**src/hdl/upf_pkg.sv**
```systemverilog
`default_nettype none

package upf_pkg;

  localparam int MAX_FRAME_BYTES = 65536;
  localparam int POS_W = 16;
  localparam logic [POS_W-1:0] CUTOFF_POS = POS_W'(MAX_FRAME_BYTES - 1);
  localparam logic [POS_W-1:0] POS_SAT = {POS_W{1'b1}};

  localparam logic [15:0] MATCH_PORT_RESET = 16'd12345;

  localparam logic [POS_W-1:0] POS_ETYPE_HI = 16'd12;
  localparam logic [POS_W-1:0] POS_ETYPE_LO = 16'd13;
  localparam logic [POS_W-1:0] POS_IHL      = 16'd14;
  localparam logic [POS_W-1:0] POS_PROTO    = 16'd23;
  localparam logic [POS_W-1:0] POS_IP_OPTS  = 16'd24;

  localparam logic [7:0] ETYPE_IPV4_HI = 8'h08;
  localparam logic [7:0] ETYPE_IPV4_LO = 8'h00;
  localparam logic [7:0] PROTO_UDP     = 8'd17;
  localparam logic [3:0] IHL_MIN       = 4'd5;
  localparam logic [15:0] UDP_HDR_LEN  = 16'd8;

  localparam int APB_ADDR_W = 3;
  localparam int APB_DATA_W = 32;
  localparam logic REG_MATCH_PORT = 1'b0;

  typedef struct packed {
    logic [7:0] frame_byte;
    logic       frame_end;
  } frame_t;

  typedef struct packed {
    logic [7:0]  payload_byte;
    logic        payload_last;
    logic        payload_truncated;
    logic [15:0] payload_length;
  } payload_t;

  typedef struct packed {
    logic     emit;
    payload_t data;
  } parse_result_t;

endpackage

`default_nettype wire

```
**src/hdl/upf_apb_regs.sv**
```systemverilog
`default_nettype none

module upf_apb_regs (
  input  wire                              clk,
  input  wire                              rst,
  input  wire                              psel,
  input  wire                              penable,
  input  wire                              pwrite,
  input  wire [upf_pkg::APB_ADDR_W-1:0]    paddr,
  input  wire [upf_pkg::APB_DATA_W-1:0]    pwdata,
  output logic [upf_pkg::APB_DATA_W-1:0]   prdata,
  output logic                             pready,
  output logic [15:0]                      match_port
);

  logic reg_index;
  logic wr_en;

  // word index, the low two bits are the byte offset
  assign reg_index = paddr[upf_pkg::APB_ADDR_W-1];
  assign pready    = 1'b1;
  assign wr_en     = psel && penable && pwrite && pready;

  always_ff @(posedge clk) begin
    if (rst) begin
      match_port <= upf_pkg::MATCH_PORT_RESET;
    end else if (wr_en && reg_index == upf_pkg::REG_MATCH_PORT) begin
      match_port <= pwdata[15:0];
    end
  end

  always_comb begin
    prdata = '0;
    if (reg_index == upf_pkg::REG_MATCH_PORT) begin
      prdata = {{(upf_pkg::APB_DATA_W-16){1'b0}}, match_port};
    end
  end

endmodule

`default_nettype wire

```
**src/hdl/upf_parser.sv**
```systemverilog
`default_nettype none

module upf_parser (
  input  wire                     clk,
  input  wire                     rst,
  input  wire                     step,
  input  wire upf_pkg::frame_t    item,
  input  wire [15:0]              match_port,
  output upf_pkg::parse_result_t  result
);

  logic [upf_pkg::POS_W-1:0] byte_position, byte_position_next;
  logic [3:0]  header_words, header_words_next;
  logic [7:0]  port_high_byte, port_high_byte_next;
  logic [7:0]  length_high_byte, length_high_byte_next;
  logic [15:0] announced_length, announced_length_next;
  logic [15:0] bytes_remaining, bytes_remaining_next;
  logic        frame_alive, frame_alive_next;
  logic        port_matched, port_matched_next;

  logic [6:0]  udp_base;
  logic [6:0]  off_port_hi, off_port_lo, off_len_hi, off_len_lo, off_data;
  logic [15:0] udp_len;
  logic [15:0] remaining_dec;
  logic        cutoff;
  logic        stop;
  logic [7:0]  b;

  assign b        = item.frame_byte;
  assign cutoff   = (byte_position == upf_pkg::CUTOFF_POS);
  assign udp_base = 7'd14 + {1'b0, header_words, 2'b00};
  assign off_port_hi = udp_base + 7'd2;
  assign off_port_lo = udp_base + 7'd3;
  assign off_len_hi  = udp_base + 7'd4;
  assign off_len_lo  = udp_base + 7'd5;
  assign off_data    = udp_base + 7'd8;
  assign udp_len       = {length_high_byte, b};
  assign remaining_dec = bytes_remaining - 16'd1;
  assign stop          = item.frame_end || cutoff;

  always_comb begin
    byte_position_next    = byte_position;
    header_words_next     = header_words;
    port_high_byte_next   = port_high_byte;
    length_high_byte_next = length_high_byte;
    announced_length_next = announced_length;
    bytes_remaining_next  = bytes_remaining;
    frame_alive_next      = frame_alive;
    port_matched_next     = port_matched;
    result                = '0;

    if (frame_alive) begin
      if (byte_position == upf_pkg::POS_ETYPE_HI && b != upf_pkg::ETYPE_IPV4_HI) begin
        frame_alive_next = 1'b0;
      end else if (byte_position == upf_pkg::POS_ETYPE_LO &&
                   b != upf_pkg::ETYPE_IPV4_LO) begin
        frame_alive_next = 1'b0;
      end else if (byte_position == upf_pkg::POS_IHL) begin
        header_words_next = b[3:0];
        if (b[3:0] < upf_pkg::IHL_MIN) begin
          frame_alive_next = 1'b0;
        end
      end else if (byte_position == upf_pkg::POS_PROTO && b != upf_pkg::PROTO_UDP) begin
        frame_alive_next = 1'b0;
      end else if (byte_position >= upf_pkg::POS_IP_OPTS) begin
        if (byte_position == {9'd0, off_port_hi}) begin
          port_high_byte_next = b;
        end else if (byte_position == {9'd0, off_port_lo}) begin
          if ({port_high_byte, b} != match_port) begin
            frame_alive_next = 1'b0;
          end else begin
            port_matched_next = 1'b1;
          end
        end else if (byte_position == {9'd0, off_len_hi}) begin
          length_high_byte_next = b;
        end else if (byte_position == {9'd0, off_len_lo}) begin
          if (udp_len < upf_pkg::UDP_HDR_LEN) begin
            frame_alive_next = 1'b0;
          end else begin
            announced_length_next = udp_len - upf_pkg::UDP_HDR_LEN;
            bytes_remaining_next  = udp_len - upf_pkg::UDP_HDR_LEN;
          end
        end else if (byte_position >= {9'd0, off_data} && port_matched &&
                     bytes_remaining != 16'd0) begin
          bytes_remaining_next            = remaining_dec;
          result.emit                     = 1'b1;
          result.data.payload_byte        = b;
          result.data.payload_last        = (remaining_dec == 16'd0) || stop;
          result.data.payload_truncated   = (remaining_dec != 16'd0) && stop;
          result.data.payload_length      = announced_length;
        end
      end
      if (cutoff) begin
        frame_alive_next = 1'b0;
      end
    end

    // end of frame returns every per-frame field to its reset value
    if (item.frame_end) begin
      byte_position_next    = '0;
      header_words_next     = '0;
      port_high_byte_next   = '0;
      length_high_byte_next = '0;
      announced_length_next = '0;
      bytes_remaining_next  = '0;
      frame_alive_next      = 1'b1;
      port_matched_next     = 1'b0;
    end else if (byte_position != upf_pkg::POS_SAT) begin
      byte_position_next = byte_position + 16'd1;
    end
  end

  always_ff @(posedge clk) begin
    if (rst) begin
      byte_position    <= '0;
      header_words     <= '0;
      port_high_byte   <= '0;
      length_high_byte <= '0;
      announced_length <= '0;
      bytes_remaining  <= '0;
      frame_alive      <= 1'b1;
      port_matched     <= 1'b0;
    end else if (step) begin
      byte_position    <= byte_position_next;
      header_words     <= header_words_next;
      port_high_byte   <= port_high_byte_next;
      length_high_byte <= length_high_byte_next;
      announced_length <= announced_length_next;
      bytes_remaining  <= bytes_remaining_next;
      frame_alive      <= frame_alive_next;
      port_matched     <= port_matched_next;
    end
  end

endmodule

`default_nettype wire

```
**src/hdl/udp_port_payload_filter.sv**
```systemverilog
// channel   | direction | handshake                    | payload
// ----------+-----------+------------------------------+----------------------------
// frame     | in        | frame_valid / frame_stall    | frame_byte, frame_end
// payload   | out       | payload_valid / payload_stall| byte, last, truncated, length
// apb       | in        | psel / penable / pready      | match_port at address 0
//
// one frame byte is taken every cycle while frame_stall is low; a payload byte is produced after its
// frame byte is taken, from the input register through the parser into the result register
// the input register only stalls while the result register is full and stalled
// rst is synchronous: match_port returns to 12345 and the parser to the start of a frame
// a byte that yields no payload passes through the parser without using the result register
`default_nettype none

module udp_port_payload_filter (
  input  wire                            clk,
  input  wire                            rst,
  input  wire                            frame_valid,
  output logic                           frame_stall,
  input  wire upf_pkg::frame_t           frame,
  output logic                           payload_valid,
  input  wire                            payload_stall,
  output upf_pkg::payload_t              payload,
  input  wire                            psel,
  input  wire                            penable,
  input  wire                            pwrite,
  input  wire [upf_pkg::APB_ADDR_W-1:0]  paddr,
  input  wire [upf_pkg::APB_DATA_W-1:0]  pwdata,
  output logic [upf_pkg::APB_DATA_W-1:0] prdata,
  output logic                           pready
);

  logic                   in_valid;
  upf_pkg::frame_t        in_item;
  logic                   out_free;
  logic                   advance;
  logic [15:0]            match_port;
  upf_pkg::parse_result_t result;

  upf_apb_regs u_regs (
    .clk        (clk),
    .rst        (rst),
    .psel       (psel),
    .penable    (penable),
    .pwrite     (pwrite),
    .paddr      (paddr),
    .pwdata     (pwdata),
    .prdata     (prdata),
    .pready     (pready),
    .match_port (match_port)
  );

  upf_parser u_parser (
    .clk        (clk),
    .rst        (rst),
    .step       (advance),
    .item       (in_item),
    .match_port (match_port),
    .result     (result)
  );

  assign out_free    = !payload_valid || !payload_stall;
  assign advance     = in_valid && out_free;
  assign frame_stall = in_valid && !out_free;

  always_ff @(posedge clk) begin
    if (rst) begin
      in_valid <= 1'b0;
    end else if (!frame_stall) begin
      in_valid <= frame_valid;
    end
  end

  always_ff @(posedge clk) begin
    if (!frame_stall && frame_valid) begin
      in_item <= frame;
    end
  end

  always_ff @(posedge clk) begin
    if (rst) begin
      payload_valid <= 1'b0;
    end else if (out_free) begin
      payload_valid <= advance && result.emit;
    end
  end

  always_ff @(posedge clk) begin
    if (out_free && advance && result.emit) begin
      payload <= result.data;
    end
  end

endmodule

`default_nettype wire

```
**config.mk**
```make
export PLATFORM = sky130hd
export DESIGN_NAME = udp_port_payload_filter
export DESIGN_NICKNAME = d
export VERILOG_FILES = /design/src/hdl/upf_pkg.sv /design/src/hdl/upf_apb_regs.sv /design/src/hdl/upf_parser.sv /design/src/hdl/udp_port_payload_filter.sv
export SDC_FILE = /design/constraint.sdc
export NUM_CORES = 1
export LEC_CHECK = 0
export BUFFER_PORTS_ARGS = -buffer_cell sky130_fd_sc_hd__clkbuf_2
export CAP_MARGIN = 25
export CORE_UTILIZATION = 61
export CTS_BUF_LIST = sky130_fd_sc_hd__clkbuf_16
export CTS_CLUSTER_DIAMETER = 30
export DETAILED_ROUTE_END_ITERATION = 12
export PLACE_DENSITY = 0.95
export SLEW_MARGIN = 10
export SYNTH_ARGS = -nofsm -noshare
export SYNTH_HDL_FRONTEND = slang
export SYNTH_SLANG_ARGS = --single-unit
```
**constraint.sdc**
```tcl
create_clock -name clk -period 7.1 [get_ports clk]
set_input_delay 0.355 -clock clk [delete_from_list [all_inputs] [get_ports clk]]
set_output_delay 0.355 -clock clk [all_outputs]
set_load 0.05 [all_outputs]
```
==> summary.md <==
| Metric | Value |
|---|---|
| Area Growth Syn to Fin | 14.1% |
| Share of layout cells above drive strength 1 | 17.6% |
| Root buf cell | clkbuf_16 |
| Critical path buffers and inverters | 3 |
| Num CTS Buffers | 17 |
| Maximum root-to-sink buffer count | 2 |
| Largest stage delay, worst path | 0.56 ns |
| Setup crit start kind | flip-flop |
| Vias per cell | 6.51 |
| Placed instance area | 7030 µm² |
| DR WL/cell | 19.4 µm |
| Detailed-route DRC error count | 0 |
| Cell chain of the critical path | inv_1 > ha_1 > inv_1 > ha_1 > xnor2_1 > xnor2_1 > ha_1 > o2111ai_1 > a21oi_1 > nor4b_1 > a211oi_1 > nor4bb_4 > and2_1 > buf_8 |
| Hold WC Path Type | in2reg |
| Final setup violation count | 0 |
| Flops & latches, synth | 123 |
| Max_cap viols | 0 |
| Post-route cell area | 7630 µm² |
| Clk sinks | 123 |
| Std-Cell Rows | 37 |
| Filler instances | 658 |
| Vias in the first global route | 5883 |
| Worst Setup SP | u_parser.header_words[1]$_SDFFE_PP0P_ |
| I/O Pins | 112 |
| Vert. Die Dim | 107 µm |
| Post-DRT Antenna Nets | 0 |
| Async S/R FF share, synth | 0% |
| TritonCTS clock tree | done |
| Most frequent cells in the layout | 88 x dfxtp_1, 78 x nor2_1, 77 x clkbuf_2 |
| Top delay family on crit path | simple AND/OR/NAND/NOR gates |
| Synthesis Warnings | 0 |
| Initial antenna violation count | 0 |
| Crit path to | payload[19]$_SDFFCE_PP0P_ |
| ANT cells | 0 |
| Setup Skew | 0.0119 ns |
| Fin nets | 853 |
| Overall Global Routing Usage | 32.7% |
| Core region area | 10500 µm² |
| DP HPWL | 11.8 mm |
| Crit share post-route | 61.6% |
| Via count | 6100 |
| Full die area | 11400 µm² |
| GRT Residual Overflow | 0 |
| Pwr Total | 1710 µW |
| Critical R2R Capture | payload[19]$_SDFFCE_PP0P_ |
| CP dominant cell by count | ha_1 |
| FF-to-FF path depth | 14 |
| RSZ-0062 raised after global routing | false |
| Type of the worst setup path | reg2reg |
| Gate Count Post-Synth | 731 |
| H-tree Lvls | 4 |
| Worst R2R Setup Slack | 2.72 ns |
| Iter 0 DRT Violations | 472 |
| PostCTS Resize Cnt | 0 |
| Endpoint class of the critical path | flip-flop |
| Main synth FF type | dfxtp_1 |
| Min cycle time layout | 4.38 ns |
| Worst path slowest cell | a211oi_1 |
| GP Congestion | 0.898 |
| Sequential fraction of the synthesis area | 42.1% |
| EDFF count, synth | 35 |
| Total wire length | 18.1 mm |
| Crit path DAT | 4.50 ns |
| Status | finished clean |
| Pre-antenna DRT Iters | 5 |
| Multi-input logic area | 3530 µm² |
| Final Slew Violations | 0 |
| Finished Core Util | 72.9% |
| CP required | 7.22 ns |
| Pin count of the biggest net entering global routing | 47 |
| Clk slew on worst S/H paths | 0.06 ns |
| Hold Vio Cnt, Final | 0 |
| Setup TNS | 0 ns |
| First-pass GRT wire length | 29.0 mm |
| Syn Area/Cell | 9.15 µm² |
| CP Max Fanout | 20 |
| Most common cell after layout, fill and taps aside | dfxtp_1 |
| Mapped cell area | 6690 µm² |
| Starting density of the core | 63.9% |
| Distinct cells, synth | 82 |
| Total setup buffers inserted after CTS | 0 |
| Skew-Pair Late Insertion Delay | 0.42 ns |
| Reg area | 2810 µm² |
| R2R Path Start | u_parser.header_words[1]$_SDFFE_PP0P_ |
| Pwr/cell area | 224 nW/µm² |
| CTS hold repair buffers | 0 |
| Input/output buffers | 76 |
| Fmax | 229 MHz |
| Worst path depth | 14 |
| Die W | 107 µm |
| Max_slew headroom | 35.3% |
| Max VDD drop | 0.155 mV |
| LEAKAGE | 0.00301 µW |
| Worst-margin pin slew | 0.967 ns |
[per-stage QoR]
step	hold slack, ns	setup slack, ns	cells
finish	0.109	2.72	937
global route	0.103	2.51	937
CTS	0.108	1.72	934
detailed placement	0.474	1.85	902
global placement	0.460	2.10	902
floorplan	0.440	2.92	746
[cell type report]
class                   instances  area share [%]
multi-input cells             534            46.3
flip-flops and latches        123            36.9
repair buffers                 81            5.59
clock buffers                  17            5.58
well taps                     136            2.23
clock inverters                15            1.90
inverters                      31            1.53
[metal layers]
layer | vias to the layer above | track usage [%] | wire (µm)
met5 | - | 0 | 0
met4 | 0 | 18.0 | 860
met3 | 95 | 8.21 | 1730
met2 | 424 | 54.7 | 8820
met1 | 2901 | 38.2 | 6730
li1 | 2680 | - | -
[worst min path at each step]
stage                                             startpoint                                 end  slack, ns  depth (start not counted)
final                                               frame[5]                in_item[5]$_DFFE_PP_       0.11                          1
after global routing                                frame[2]                in_item[2]$_DFFE_PP_       0.10                          1
after CTS                                           frame[5]                in_item[5]$_DFFE_PP_       0.11                          1
after detailed placement  u_parser.port_matched$_SDFFE_PP0P_  u_parser.port_matched$_SDFFE_PP0P_       0.47                          2
after global placement    u_parser.port_matched$_SDFFE_PP0P_  u_parser.port_matched$_SDFFE_PP0P_       0.46                          2
after floorplan           u_parser.port_matched$_SDFFE_PP0P_  u_parser.port_matched$_SDFFE_PP0P_       0.44                          2
[power by group]
| group | internal (µW) | switching [µW] |
|---|---|---|
| Combinational | 35.0 | 90.7 |
| Clock | 466 | 375 |
| Sequential | 727 | 14.9 |
| Total | 1230 | 481 |
[cell families (layout without fill, tap and decap cells)]
kind of cell | after synthesis | in the layout | synth area share, %
flip-flops | 123 | 123 | 42.1
AND/OR/NAND/NOR | 311 | 311 | 24.6
AO/OA/AOI/OAI | 120 | 120 | 14.3
other | 2 | 17 | 0.112
multiplexers | 20 | 20 | 3.20
XOR/XNOR | 52 | 52 | 6.92
adder cells (fa/ha/maj) | 14 | 14 | 2.62
buffers and inverters | 89 | 144 | 6.19
[cells in the mapped netlist (5+ instances only)]
library cell	count	area share, %
nand3_1	28	2.1
a221oi_2	5	1.1
buf_4	18	2.0
nand2_1	75	4.2
inv_1	31	1.7
xor2_1	16	2.1
nor3_1	12	0.90
o32ai_1	6	0.79
o21ai_0	11	0.82
dfxtp_1	88	26
ha_1	14	2.6
nor4_1	6	0.56
a31oi_1	8	0.75
and2_1	29	2.7
xnor2_1	35	4.6
a21oi_1	21	1.6
o31a_1	5	0.65
o221ai_1	6	0.79
or3_1	7	0.65
nor2b_1	22	2.1
clkbuf_1	34	1.9
nand4_1	13	1.2
mux2i_1	18	2.7
and3_1	5	0.47
edfxtp_1	35	16
a22o_1	16	2.1
nor2_1	78	4.4
[sequential cells by signal, indices dropped and copies added (netlist names)]
name	cells
in_item	9
in_valid	1
payload	26
payload_valid	1
u_parser.announced_length	16
u_parser.byte_position	16
u_parser.bytes_remaining	16
u_parser.frame_alive	1
u_parser.header_words	4
u_parser.length_high_byte	8
u_parser.port_high_byte	8
u_parser.port_matched	1
u_regs.match_port	16
(Power assumes the default switching activity.)
